==> config.mk <==
export PLATFORM = sky130hd
export DESIGN_NAME = credit_admission_print_queue_flat
export DESIGN_NICKNAME = d
export VERILOG_FILES = /design/src/hw/rtl/capq_pkg.sv /design/src/hw/rtl/capq_in_if.sv /design/src/hw/rtl/capq_out_if.sv /design/src/hw/rtl/capq_engine.sv /design/src/hw/rtl/capq_result_buf.sv /design/src/hw/rtl/credit_admission_print_queue.sv /design/src/flat_wrapper.sv
export SDC_FILE = /design/constraint.sdc
export NUM_CORES = 2
export LEC_CHECK = 0
export BUFFER_PORTS_ARGS = -buffer_cell sky130_fd_sc_hd__buf_4
export CAP_MARGIN = 10
export CORE_MARGIN = 1
export CORE_UTILIZATION = 55
export DETAILED_ROUTE_END_ITERATION = 7
export PLACE_DENSITY = 0.74
export SYNTH_ARGS = -nofsm -noshare
export SYNTH_HDL_FRONTEND = slang
export SYNTH_SLANG_ARGS = --single-unit
export TNS_END_PERCENT = 50
==> constraint.sdc <==
create_clock -name clk -period 13.8 [get_ports clk]
set_clock_uncertainty 0.1 [all_clocks]
set_input_delay 1.38 -clock clk [delete_from_list [all_inputs] [get_ports clk]]
set_output_delay 1.38 -clock clk [all_outputs]
set_load 0.1 [all_outputs]
==> src/hw/rtl/capq_pkg.sv <==
// Shared types, codes and constants of the credit admission print queue.
// No dependencies; every other file of the block refers to this package.
`default_nettype none

package capq_pkg;

    // Sizing
    localparam int QUEUE_DEPTH  = 64;
    localparam int SIZE_W       = 16;
    localparam int NUM_W        = 16;
    localparam int WCNT_W       = 7;
    localparam int ENTRY_W      = NUM_W + SIZE_W;
    localparam int MAX_RESULTS  = 3;
    localparam int RES_CNT_W    = $clog2(MAX_RESULTS + 1);
    localparam int APB_ADDR_W   = 2;
    localparam int APB_DATA_W   = 32;

    // Reset values
    localparam logic [SIZE_W-1:0] CAPACITY_RESET = SIZE_W'(1000);
    localparam logic [NUM_W-1:0]  NUMBER_RESET   = NUM_W'(1);

    // Register map
    localparam logic [APB_ADDR_W-1:0] ADDR_BUFFER_CAPACITY = APB_ADDR_W'(0);

    // Input operation codes
    localparam logic MODE_SUBMIT = 1'b0;
    localparam logic MODE_TICK   = 1'b1;

    // Result event codes
    typedef enum logic [2:0] {
        EV_ACCEPTED   = 3'd0,
        EV_QUEUE_FULL = 3'd1,
        EV_CANCELLED  = 3'd2,
        EV_ADMITTED   = 3'd3,
        EV_STARTED    = 3'd4,
        EV_COMPLETED  = 3'd5
    } capq_event_t;

    // One result item
    typedef struct packed {
        capq_event_t         event_res;
        logic [NUM_W-1:0]    job_number;
        logic [SIZE_W-1:0]   event_size;
        logic [SIZE_W-1:0]   free_credits;
        logic [WCNT_W-1:0]   waiting_count;
        logic                last;
    } capq_result_t;

    // Capacity register write strobe
    typedef struct packed {
        logic              we;
        logic [SIZE_W-1:0] data;
    } capq_cfg_wr_t;

    // Results produced by one accepted item, packed in order
    typedef struct packed {
        logic [RES_CNT_W-1:0]              count;
        capq_result_t [MAX_RESULTS-1:0]    item;
    } capq_push_t;

endpackage

`default_nettype wire

==> src/hw/rtl/capq_in_if.sv <==
// Input channel of the print queue: valid/ready handshake with a job item.
// Depends on capq_pkg for field widths.
`default_nettype none

interface capq_in_if;
    logic                        valid;
    logic                        ready;
    logic                        mode;
    logic [capq_pkg::SIZE_W-1:0] job_size;

    modport source (output valid, output mode, output job_size, input ready);
    modport sink   (input valid, input mode, input job_size, output ready);
endinterface

`default_nettype wire

==> src/hw/rtl/capq_out_if.sv <==
// Output channel of the print queue: valid/ready handshake with one event.
// Depends on capq_pkg for field widths and the event type.
`default_nettype none

interface capq_out_if;
    logic                        valid;
    logic                        ready;
    capq_pkg::capq_event_t       event_res;
    logic [capq_pkg::NUM_W-1:0]  job_number;
    logic [capq_pkg::SIZE_W-1:0] event_size;
    logic [capq_pkg::SIZE_W-1:0] free_credits;
    logic [capq_pkg::WCNT_W-1:0] waiting_count;
    logic                        last;

    modport source (output valid, output event_res, output job_number, output event_size,
                    output free_credits, output waiting_count, output last, input ready);
    modport sink   (input valid, input event_res, input job_number, input event_size,
                    input free_credits, input waiting_count, input last, output ready);
endinterface

`default_nettype wire

==> src/hw/rtl/capq_engine.sv <==
// Queue state, both job FIFOs and the single-pass submit/tick datapath.
// Depends on capq_pkg; feeds the result buffer with up to three events per item.
`default_nettype none

module capq_engine #(
    parameter int QUEUE_DEPTH = capq_pkg::QUEUE_DEPTH
) (
    input  wire logic                          clk,
    input  wire logic                          rst_n,
    input  wire logic                          step,
    input  wire logic                          mode,
    input  wire logic [capq_pkg::SIZE_W-1:0]   job_size,
    input  wire capq_pkg::capq_cfg_wr_t        cfg,
    output      logic [capq_pkg::SIZE_W-1:0]   capacity,
    output      capq_pkg::capq_push_t          push
);

    localparam int SIZE_W  = capq_pkg::SIZE_W;
    localparam int NUM_W   = capq_pkg::NUM_W;
    localparam int WCNT_W  = capq_pkg::WCNT_W;
    localparam int ENTRY_W = capq_pkg::ENTRY_W;
    localparam int NRES    = capq_pkg::MAX_RESULTS;
    localparam int RCW     = capq_pkg::RES_CNT_W;
    localparam int PTR_W   = $clog2(QUEUE_DEPTH);
    localparam int CNT_W   = $clog2(QUEUE_DEPTH + 1);
    localparam logic [PTR_W-1:0] LAST_IDX = PTR_W'(QUEUE_DEPTH - 1);
    localparam logic [CNT_W-1:0] FULL_CNT = CNT_W'(QUEUE_DEPTH);

    function automatic logic [PTR_W-1:0] advance(input logic [PTR_W-1:0] p);
        return (p == LAST_IDX) ? '0 : PTR_W'(p + 1'b1);
    endfunction

    // Job FIFO storage
    logic [SIZE_W-1:0]  wait_mem  [QUEUE_DEPTH];
    logic [ENTRY_W-1:0] ready_mem [QUEUE_DEPTH];
    logic [SIZE_W-1:0]  wait_rdata_reg;
    logic [ENTRY_W-1:0] ready_rdata_reg;

    // Control state
    logic [PTR_W-1:0]  wait_head_reg,  wait_head_next;
    logic [PTR_W-1:0]  wait_tail_reg,  wait_tail_next;
    logic [CNT_W-1:0]  wait_count_reg, wait_count_next;
    logic [PTR_W-1:0]  ready_head_reg,  ready_head_next;
    logic [PTR_W-1:0]  ready_tail_reg,  ready_tail_next;
    logic [CNT_W-1:0]  ready_count_reg, ready_count_next;
    logic [SIZE_W-1:0] free_reg,     free_next;
    logic [SIZE_W-1:0] capacity_reg, capacity_next;
    logic              busy_reg,     busy_next;
    logic [SIZE_W-1:0] left_reg,     left_next;
    logic [NUM_W-1:0]  pnum_reg,     pnum_next;
    logic [NUM_W-1:0]  next_num_reg, next_num_next;

    // Datapath terms
    logic               is_submit, is_tick, wait_full, sub_push;
    logic [SIZE_W-1:0]  left_dec, free_drain, free_adm, head_size;
    logic               drained, done, busy_mid;
    logic               too_big, cancel, admit, pop_wait, start;
    logic [CNT_W-1:0]   wait_cnt_after;
    logic [ENTRY_W-1:0] admit_entry, start_entry;
    logic [SIZE_W-1:0]  cfg_free;
    logic [SIZE_W:0]    cfg_sum;
    logic [SIZE_W-1:0]  cfg_delta;
    capq_pkg::capq_result_t [NRES-1:0] ev;
    logic [NRES-1:0]                   ev_v;

    assign capacity = capacity_reg;

    // Decode the item
    assign is_submit = step && (mode == capq_pkg::MODE_SUBMIT);
    assign is_tick   = step && (mode == capq_pkg::MODE_TICK);
    assign wait_full = (wait_count_reg == FULL_CNT);
    assign sub_push  = is_submit && !wait_full;

    // Drain one KB of the printing job
    assign drained    = busy_reg && (left_reg != '0);
    assign left_dec   = drained ? SIZE_W'(left_reg - 1'b1) : left_reg;
    assign free_drain = (drained && (free_reg < capacity_reg)) ? SIZE_W'(free_reg + 1'b1)
                                                               : free_reg;
    assign done       = is_tick && busy_reg && (left_dec == '0);
    assign busy_mid   = busy_reg && (left_dec != '0);

    // Check the head waiting job
    assign head_size      = wait_rdata_reg;
    assign too_big        = head_size > capacity_reg;
    assign cancel         = is_tick && (wait_count_reg != '0) && too_big;
    assign admit          = is_tick && (wait_count_reg != '0) && !too_big &&
                            (free_drain >= head_size) && (ready_count_reg != FULL_CNT);
    assign pop_wait       = cancel || admit;
    assign free_adm       = admit ? SIZE_W'(free_drain - head_size) : free_drain;
    assign wait_cnt_after = pop_wait ? CNT_W'(wait_count_reg - 1'b1) : wait_count_reg;
    assign admit_entry    = {next_num_reg, head_size};

    // Start the oldest admitted job; bypass the job admitted in this tick
    assign start       = is_tick && !busy_mid && ((ready_count_reg != '0) || admit);
    assign start_entry = (ready_count_reg != '0) ? ready_rdata_reg : admit_entry;

    // Capacity write moves the free credits by the change, floored and saturated
    always_comb
    begin
        cfg_sum   = '0;
        cfg_delta = '0;
        if (cfg.data >= capacity_reg)
        begin
            cfg_sum  = {1'b0, free_reg} + {1'b0, SIZE_W'(cfg.data - capacity_reg)};
            cfg_free = cfg_sum[SIZE_W] ? '1 : cfg_sum[SIZE_W-1:0];
        end
        else
        begin
            cfg_delta = SIZE_W'(capacity_reg - cfg.data);
            cfg_free  = (free_reg > cfg_delta) ? SIZE_W'(free_reg - cfg_delta) : '0;
        end
    end

    // Next state
    always_comb
    begin
        wait_head_next   = wait_head_reg;
        wait_tail_next   = wait_tail_reg;
        wait_count_next  = wait_count_reg;
        ready_head_next  = ready_head_reg;
        ready_tail_next  = ready_tail_reg;
        ready_count_next = ready_count_reg;
        free_next        = free_reg;
        capacity_next    = capacity_reg;
        busy_next        = busy_reg;
        left_next        = left_reg;
        pnum_next        = pnum_reg;
        next_num_next    = next_num_reg;
        if (cfg.we)
        begin
            capacity_next = cfg.data;
            free_next     = cfg_free;
        end
        else if (sub_push)
        begin
            wait_tail_next  = advance(wait_tail_reg);
            wait_count_next = CNT_W'(wait_count_reg + 1'b1);
        end
        else if (is_tick)
        begin
            free_next       = free_adm;
            wait_count_next = wait_cnt_after;
            if (pop_wait)
            begin
                wait_head_next = advance(wait_head_reg);
                next_num_next  = NUM_W'(next_num_reg + 1'b1);
            end
            if (admit)
                ready_tail_next = advance(ready_tail_reg);
            if (start)
                ready_head_next = advance(ready_head_reg);
            ready_count_next = CNT_W'(ready_count_reg + CNT_W'(admit) - CNT_W'(start));
            if (start)
            begin
                busy_next = 1'b1;
                left_next = start_entry[SIZE_W-1:0];
                pnum_next = start_entry[ENTRY_W-1:SIZE_W];
            end
            else
            begin
                busy_next = busy_mid;
                left_next = left_dec;
            end
        end
    end

    // Hold control state
    always_ff @(posedge clk or negedge rst_n)
    begin
        if (!rst_n)
        begin
            wait_head_reg   <= '0;
            wait_tail_reg   <= '0;
            wait_count_reg  <= '0;
            ready_head_reg  <= '0;
            ready_tail_reg  <= '0;
            ready_count_reg <= '0;
            free_reg        <= capq_pkg::CAPACITY_RESET;
            capacity_reg    <= capq_pkg::CAPACITY_RESET;
            busy_reg        <= 1'b0;
            left_reg        <= '0;
            pnum_reg        <= '0;
            next_num_reg    <= capq_pkg::NUMBER_RESET;
        end
        else
        begin
            wait_head_reg   <= wait_head_next;
            wait_tail_reg   <= wait_tail_next;
            wait_count_reg  <= wait_count_next;
            ready_head_reg  <= ready_head_next;
            ready_tail_reg  <= ready_tail_next;
            ready_count_reg <= ready_count_next;
            free_reg        <= free_next;
            capacity_reg    <= capacity_next;
            busy_reg        <= busy_next;
            left_reg        <= left_next;
            pnum_reg        <= pnum_next;
            next_num_reg    <= next_num_next;
        end
    end

    // Waiting FIFO: write at tail, keep the entry at the next head registered
    always_ff @(posedge clk)
    begin
        if (sub_push)
            wait_mem[wait_tail_reg] <= job_size;
        if (sub_push && (wait_tail_reg == wait_head_next))
            wait_rdata_reg <= job_size;
        else
            wait_rdata_reg <= wait_mem[wait_head_next];
    end

    // Ready FIFO: same scheme, entries carry number and size
    always_ff @(posedge clk)
    begin
        if (admit)
            ready_mem[ready_tail_reg] <= admit_entry;
        if (admit && (ready_tail_reg == ready_head_next))
            ready_rdata_reg <= admit_entry;
        else
            ready_rdata_reg <= ready_mem[ready_head_next];
    end

    // Build the candidate events in their order
    always_comb
    begin
        ev   = '0;
        ev_v = '0;
        if (is_submit)
        begin
            ev_v[0]               = 1'b1;
            ev[0].event_res       = wait_full ? capq_pkg::EV_QUEUE_FULL
                                              : capq_pkg::EV_ACCEPTED;
            ev[0].job_number      = wait_full ? '0 : NUM_W'(next_num_reg + wait_count_reg);
            ev[0].event_size      = job_size;
            ev[0].free_credits    = free_reg;
            ev[0].waiting_count   = wait_full ? WCNT_W'(wait_count_reg)
                                              : WCNT_W'(wait_count_reg + 1'b1);
        end
        else
        begin
            ev_v[0]               = done;
            ev[0].event_res       = capq_pkg::EV_COMPLETED;
            ev[0].job_number      = pnum_reg;
            ev[0].event_size      = '0;
            ev[0].free_credits    = free_drain;
            ev[0].waiting_count   = WCNT_W'(wait_count_reg);
        end
        ev_v[1]             = pop_wait;
        ev[1].event_res     = cancel ? capq_pkg::EV_CANCELLED : capq_pkg::EV_ADMITTED;
        ev[1].job_number    = next_num_reg;
        ev[1].event_size    = head_size;
        ev[1].free_credits  = free_adm;
        ev[1].waiting_count = WCNT_W'(wait_cnt_after);
        ev_v[2]             = start;
        ev[2].event_res     = capq_pkg::EV_STARTED;
        ev[2].job_number    = start_entry[ENTRY_W-1:SIZE_W];
        ev[2].event_size    = start_entry[SIZE_W-1:0];
        ev[2].free_credits  = free_adm;
        ev[2].waiting_count = WCNT_W'(wait_cnt_after);
    end

    // Pack the present events and mark the final one
    always_comb
    begin
        logic [RCW-1:0] idx;
        idx  = '0;
        push = '0;
        for (int i = 0; i < NRES; i++)
        begin
            if (ev_v[i])
            begin
                push.item[idx] = ev[i];
                idx            = RCW'(idx + 1'b1);
            end
        end
        push.count = idx;
        if (idx != '0)
            push.item[RCW'(idx - 1'b1)].last = 1'b1;
    end

endmodule

`default_nettype wire

==> src/hw/rtl/capq_result_buf.sv <==
// Four-entry result buffer: takes up to three events at once, sends one per transfer.
// Depends on capq_pkg and the output channel interface.
`default_nettype none

module capq_result_buf (
    input  wire logic                 clk,
    input  wire logic                 rst_n,
    input  wire capq_pkg::capq_push_t push,
    output      logic                 can_accept,
    capq_out_if.source                res_out
);

    localparam int DEPTH = capq_pkg::MAX_RESULTS + 1;
    localparam int PTR_W = $clog2(DEPTH);
    localparam int CNT_W = $clog2(DEPTH + 1);
    localparam int NRES  = capq_pkg::MAX_RESULTS;

    capq_pkg::capq_result_t slot_reg [DEPTH];
    logic [PTR_W-1:0] wr_ptr_reg, wr_ptr_next;
    logic [PTR_W-1:0] rd_ptr_reg, rd_ptr_next;
    logic [CNT_W-1:0] count_reg,  count_next;
    logic             pop;
    capq_pkg::capq_result_t head;

    // Room for a full burst while the oldest result may still stall
    assign can_accept = (count_reg <= CNT_W'(1));

    assign head                  = slot_reg[rd_ptr_reg];
    assign res_out.valid         = (count_reg != '0);
    assign res_out.event_res     = head.event_res;
    assign res_out.job_number    = head.job_number;
    assign res_out.event_size    = head.event_size;
    assign res_out.free_credits  = head.free_credits;
    assign res_out.waiting_count = head.waiting_count;
    assign res_out.last          = head.last;
    assign pop                   = res_out.valid && res_out.ready;

    // Advance pointers and occupancy
    assign wr_ptr_next = PTR_W'(wr_ptr_reg + PTR_W'(push.count));
    assign rd_ptr_next = PTR_W'(rd_ptr_reg + PTR_W'(pop));
    assign count_next  = CNT_W'(count_reg + CNT_W'(push.count) - CNT_W'(pop));

    always_ff @(posedge clk or negedge rst_n)
    begin
        if (!rst_n)
        begin
            wr_ptr_reg <= '0;
            rd_ptr_reg <= '0;
            count_reg  <= '0;
        end
        else
        begin
            wr_ptr_reg <= wr_ptr_next;
            rd_ptr_reg <= rd_ptr_next;
            count_reg  <= count_next;
        end
    end

    // Store the burst in consecutive slots
    always_ff @(posedge clk)
    begin
        for (int j = 0; j < NRES; j++)
        begin
            if (j < int'(push.count))
                slot_reg[PTR_W'(wr_ptr_reg + PTR_W'(j))] <= push.item[j];
        end
    end

endmodule

`default_nettype wire

==> src/hw/rtl/credit_admission_print_queue.sv <==
// Credit admission print queue. Each accepted item is worked in the cycle it is
// taken: a submit (mode 0) yields one result, a tick (mode 1) yields zero to three
// (completed, cancelled or admitted, started), all written at once into a four-entry
// result buffer that sends one result per cycle while the output is ready. The input
// takes one item per cycle while that buffer holds at most one result, so submits run
// at one item per cycle; the output port sets the pace. The waiting and ready FIFOs
// are QUEUE_DEPTH-entry memories whose head entries are kept registered; they need no
// clearing after reset. buffer_capacity sits at byte address 0 of the APB port; the
// user must write it only while the block is idle, which the block does not enforce.
// Depends on capq_pkg, capq_in_if, capq_out_if, capq_engine and capq_result_buf.
`default_nettype none

module credit_admission_print_queue #(
    parameter int QUEUE_DEPTH = capq_pkg::QUEUE_DEPTH
) (
    input  wire logic                              clk,
    input  wire logic                              rst_n,
    input  wire logic                              psel,
    input  wire logic                              penable,
    input  wire logic                              pwrite,
    input  wire logic [capq_pkg::APB_ADDR_W-1:0]   paddr,
    input  wire logic [capq_pkg::APB_DATA_W-1:0]   pwdata,
    output      logic [capq_pkg::APB_DATA_W-1:0]   prdata,
    output      logic                              pready,
    capq_in_if.sink                                job_in,
    capq_out_if.source                             res_out
);

    capq_pkg::capq_cfg_wr_t           cfg;
    capq_pkg::capq_push_t             push;
    logic [capq_pkg::SIZE_W-1:0]      capacity;
    logic                             can_accept;
    logic                             step;

    // Register access
    assign pready   = 1'b1;
    assign cfg.we   = psel && penable && pwrite && pready &&
                      (paddr == capq_pkg::ADDR_BUFFER_CAPACITY);
    assign cfg.data = pwdata[capq_pkg::SIZE_W-1:0];
    assign prdata   = (paddr == capq_pkg::ADDR_BUFFER_CAPACITY)
                      ? capq_pkg::APB_DATA_W'(capacity) : '0;

    // Input transfer
    assign job_in.ready = can_accept;
    assign step         = job_in.valid && job_in.ready;

    capq_engine #(
        .QUEUE_DEPTH (QUEUE_DEPTH)
    ) u_engine (
        .clk      (clk),
        .rst_n    (rst_n),
        .step     (step),
        .mode     (job_in.mode),
        .job_size (job_in.job_size),
        .cfg      (cfg),
        .capacity (capacity),
        .push     (push)
    );

    capq_result_buf u_result_buf (
        .clk        (clk),
        .rst_n      (rst_n),
        .push       (push),
        .can_accept (can_accept),
        .res_out    (res_out)
    );

endmodule

`default_nettype wire

==> src/flat_wrapper.sv <==
// flat-port wrapper written by rule: the top's interface ports become plain ports
module credit_admission_print_queue_flat 
#(
    parameter int QUEUE_DEPTH = capq_pkg::QUEUE_DEPTH
)
  (clk, rst_n, psel, penable, pwrite, paddr, pwdata, prdata, pready, job_in_valid, job_in_mode, job_in_job_size, job_in_ready, res_out_valid, res_out_event_res, res_out_job_number, res_out_event_size, res_out_free_credits, res_out_waiting_count, res_out_last, res_out_ready);
  capq_in_if job_in_i ();
  capq_out_if res_out_i ();
  input  wire logic clk;
  input  wire logic rst_n;
  input  wire logic psel;
  input  wire logic penable;
  input  wire logic pwrite;
  input  wire logic [capq_pkg::APB_ADDR_W-1:0] paddr;
  input  wire logic [capq_pkg::APB_DATA_W-1:0] pwdata;
  output      logic [capq_pkg::APB_DATA_W-1:0] prdata;
  output      logic pready;
  input wire logic [$bits(job_in_i.valid)-1:0] job_in_valid;
  input wire logic [$bits(job_in_i.mode)-1:0] job_in_mode;
  input wire logic [$bits(job_in_i.job_size)-1:0] job_in_job_size;
  output wire logic [$bits(job_in_i.ready)-1:0] job_in_ready;
  output wire logic [$bits(res_out_i.valid)-1:0] res_out_valid;
  output wire logic [$bits(res_out_i.event_res)-1:0] res_out_event_res;
  output wire logic [$bits(res_out_i.job_number)-1:0] res_out_job_number;
  output wire logic [$bits(res_out_i.event_size)-1:0] res_out_event_size;
  output wire logic [$bits(res_out_i.free_credits)-1:0] res_out_free_credits;
  output wire logic [$bits(res_out_i.waiting_count)-1:0] res_out_waiting_count;
  output wire logic [$bits(res_out_i.last)-1:0] res_out_last;
  input wire logic [$bits(res_out_i.ready)-1:0] res_out_ready;
  assign job_in_i.valid = job_in_valid;
  assign job_in_i.mode = job_in_mode;
  assign job_in_i.job_size = job_in_job_size;
  assign job_in_ready = job_in_i.ready;
  assign res_out_valid = res_out_i.valid;
  assign res_out_event_res = res_out_i.event_res;
  assign res_out_job_number = res_out_i.job_number;
  assign res_out_event_size = res_out_i.event_size;
  assign res_out_free_credits = res_out_i.free_credits;
  assign res_out_waiting_count = res_out_i.waiting_count;
  assign res_out_last = res_out_i.last;
  assign res_out_i.ready = res_out_ready;
  credit_admission_print_queue #(.QUEUE_DEPTH(QUEUE_DEPTH)) u_core (.clk(clk), .rst_n(rst_n), .psel(psel), .penable(penable), .pwrite(pwrite), .paddr(paddr), .pwdata(pwdata), .prdata(prdata), .pready(pready), .job_in(job_in_i), .res_out(res_out_i));
endmodule
==> results summary <==
The estimated wirelength of the detail-placed design came out at 224 mm. The total number of cells along the worst setup path is 24. The total track usage came out at 29.6%.

The tree built by TritonCTS fans out to between 3000 and 4000 sinks. The buffer and inverter count on the worst path is 6. The average detailed-routed wire length per instance is around 32 um. At the pin with the least slew margin, the transition time is ~1.3 ns.

The total power divided by cell area is approximately 190 nW/um2. Setup repair after global routing left no endpoint under its margin. The root buffer cell chosen for the clock tree is clkbuf_16.

The path category of the worst min-delay check is reg2reg. The clock power share came out at between 30% and 40%. The worst hold path startpoint is u_core.u_engine.pnum_reg[4].

The critical path goes through buf_4 -> and3b_1 -> a22oi_1 -> o211ai_1 -> a211oi_1 -> nor4_2 -> buf_4 -> inv_2 -> ha_1 -> nand4_1 -> or4_1 -> a21oi_1 -> o31a_1 -> nand2_1 -> nand2_1 -> inv_1 -> ha_1 -> nand2_1 -> a211oi_4 -> buf_4 -> a21oi_2 -> nor2_1 -> o21ai_4 -> buf_4. 152 I/O pins were placed. The number of global-route vias before repair was between 80000 and 90000. The number of DRC markers after the initial detailed-route iteration is around 12000. At the end of the flow, the number of nets in the layout was 8507. The count of vias placed by the detailed router is 82079.

VDD sags by at most ~0.32 mV. The count of input and output buffers is roughly 120. The total internal power is between 20 and 25 mW. The final reports fail on DRC.

Sorting the synthesized cells by area gives the leading types as edfxtp_1 (69%), mux4_2 (13%), dfrtp_1 (2.0%). The critical path ends at u_core.u_result_buf.slot_reg[3][53]. The number of buffers added for setup after CTS is 0. The register-to-register setup slack came out at approximately 3 ns. The synthesized instance count came out at 8013. The static leakage came out at ~50 nW.

The register share of total power is between 40% and 50%. The number of core rows came out at between 150 and 200. The flow ran to the end, but the final reports show violations. The time the worst path needs with I/O delays and setup is roughly 11 ns. The core area came out at about 260000 um2. The number of cell instances on the worst register-to-register path came out at 24. The die is around 500 um wide. The tool flagged a number of max-cap violations equal to 0. The net switching power came out at between 9 and 10 mW. The critical path startpoint category is a flip-flop. The finished layout holds between 10000 and 15000 standard cells, fillers aside. The number of failing hold endpoints at the final stage came out at 0. By count the netlist is led by edfxtp_1 (3308), mux4_2 (834), nor2_1 (462). The count of nets left with antenna violations after detail routing came out at 0. The placer's final routability congestion estimate came out at about 0.9. The number of endpoints failing setup at the final stage is 0. The register with the most flip-flops in the layout has around 2000 of them. Counting along the longest clock path gives a buffer depth of 4. The dominant cell type by count on the critical path is buf_4.

STA classifies the critical path endpoint as a flip-flop. Static timing analysis puts the maximum clock frequency at around 0.093 GHz. After detailed routing, the total wire length is 392 mm. Among all cell types in the netlist, the one instantiated most often is edfxtp_1. The number of cells upsized or downsized after cts is 0.

Dividing the detail-routed via count by the number of cells gives approximately 6.8. In the synthesized netlist the dominant register cell turns out to be edfxtp_1. The TritonCTS clock tree is yes.

The total power came out at a little over 30 mW. The maximum fanout count along the critical path came out at between 60 and 70. The maximum number of pins on one net before global-route repair is between 100 and 150. The first global-routing pass estimated around 560 mm of wire. The number of hold buffers added after CTS is 0. The netlist area before placement came out at around 140000 um2.

The switching part of the total is between 30% and 40%. Data arrives at the worst endpoint at approximately 11 ns. The stage delay of the slowest cell on the critical path is 0.90 ns. The sum of overflow across all layers after global routing is 0. The largest total area in the synthesized netlist belongs to edfxtp_1. The part of the power in combinational logic is 26.8%. The worst setup path is of the reg2reg kind.

The die covers roughly 260000 um2. In the synthesized netlist the async set-or-reset flop fraction comes to 3.66%. The number of warnings reported in the yosys synthesis log came out at 0. The placed instance count came out at around 11000.

The number of antenna violations at the first check in global routing is 14. The first-pass detailed-route iteration total came out at 8. In this run, distinct cell masters in the synthesized netlist total 102. The die height is 514 um. The synthesis-to-layout area growth came out at 12.1%. The sequential cell area fraction in the yosys report came out at between 70% and 80%. Of the post-synthesis cell area, the dominant cell type holds between 60% and 70%. The residual DRC count came out at 6.

Cells with a size suffix above 1 make up between 20% and 30% of the layout. Broken down by cell family, the worst path's largest delay share belongs to buffers and inverters. The endpoint of the worst-slack reg-to-reg timing path is u_core.u_result_buf.slot_reg[3][53]. The clock insertion delay at the later pin of the skew report is roughly 0.91 ns. The accumulated negative setup slack came out at 0 ns.

The starting density of the core came out at a little under three fifths. The per-instance average area after synthesis is ~18 um2. In this run the tightest slew margin relative to its limit is approximately 10%. The H-tree depth reported by CTS came out at 5. The required time of the critical path came out at 14.18 ns. The max-slew violation count is 0. Buffers inserted during clock tree synthesis total approximately 350.

The CTS clock-pin slew for the worst setup and hold paths is ~0.060 ns. The flip-flop and latch count after synthesis is approximately 3400. The synthesized design contains approximately 3300 enable-type register cells. The final clock period utilization by the worst path is ~80%.

The standard cell with the maximum stage delay on the critical path is o21ai_4.
## layout by cell type (no fill, tap or decap), drive strengths merged, types with 42 or more instances in the layout
master  netlist  final
nand3        89     89
xnor2        94     94
a211oi       53     53
nor3         65     65
a22oi       163    163
a21oi       269    269
clkbuf      271    425
nand2       411    411
a22o         42     42
edfxtp     3308   3308
mux4        834    834
a221oi       62     62
a31oi        48     48
ha          145    145
o211ai       47     47
dfrtp       113    113
nor2        464    464
mux2i       239    239
buf         226    415
inv         126    135
o21ai       266    266
o22ai       106    106
clkinv        1    146
## metal layers
| layer | track usage [%] | vias up | routed length (um) |
|---|---|---|---|
| li1 | - | 33210 | - |
| met1 | 40.6 | 42193 | 142000 |
| met2 | 46.7 | 5762 | 186000 |
| met3 | 6.05 | 912 | 45900 |
| met4 | 12.3 | 2 | 18000 |
| met5 | 0 | - | 15 |
## final cells by class
type / instances / area, um2
sequential: 3446 / 103000
fill: 17510 / 98500
multi-input combinational: 3958 / 39700
clock buffer: 424 / 9100
tap: 3496 / 4370
timing repair buffer: 417 / 3240
clock inverter: 201 / 1980
inverter: 127 / 477
antenna: 3 / 7.51
## through the flow
stage	util [%]	hold WS, ns	area [um2]	setup slack [ns]
after global placement	57.9	0.363	151000	3.51
after floorplan	-	0.345	144000	0.917
after detailed placement	57.9	0.363	151000	3.38
after global routing	62.1	0.404	162000	2.68
after CTS	62.1	0.377	162000	3.31
final	62.1	0.376	162000	3.07
## worst min-delay path by stage
| stage | cells after the start | slack, ns | endpoint |
|---|---|---|---|
| 3_3_place_gp | 2 | 0.36 | u_core.u_engine.pnum_reg[8] |
| 6_report | 2 | 0.38 | u_core.u_engine.pnum_reg[4] |
| 5_1_grt | 2 | 0.40 | u_core.u_engine.pnum_reg[9] |
| 2_1_floorplan | 2 | 0.34 | u_core.u_engine.pnum_reg[0] |
| 4_1_cts | 2 | 0.38 | u_core.u_engine.pnum_reg[4] |
| 3_5_place_dp | 2 | 0.36 | u_core.u_engine.pnum_reg[7] |
## kinds of logic (layout without fill, tap and decap cells)
logic type,count (synthesis),in the layout,share of synthesized area [%]
flip-flops,3446,3446,71.2
AO/OA/AOI/OAI,1300,1300,6.00
AND/OR/NAND/NOR,1263,1263,3.94
multiplexers,1092,1092,14.8
buffers and inverters,624,1169,1.82
adder cells (fa/ha/maj),154,154,1.38
XOR/XNOR,132,132,0.807
other,2,20,0.00521
## power groups by stage
stage          sequential [mW]  clock [mW]  combinational [mW]
5_1_grt                   12.9        9.74                8.60
4_1_cts                   12.9        9.36                8.05
6_report                  12.9        9.29                8.13
3_3_place_gp              13.1           0                7.83
2_1_floorplan             12.9           0                5.63
3_5_place_dp              13.1           0                8.00
## tightest hold or removal path, delay by kind of cell, from the launching register on
| kind | cells | cell delay, ns |
|---|---|---|
| DFF | 1 | 0.34 |
| and+or+nand+nor | 2 | 0.10 |
Note: power is estimated with default switching activity, not from simulation.
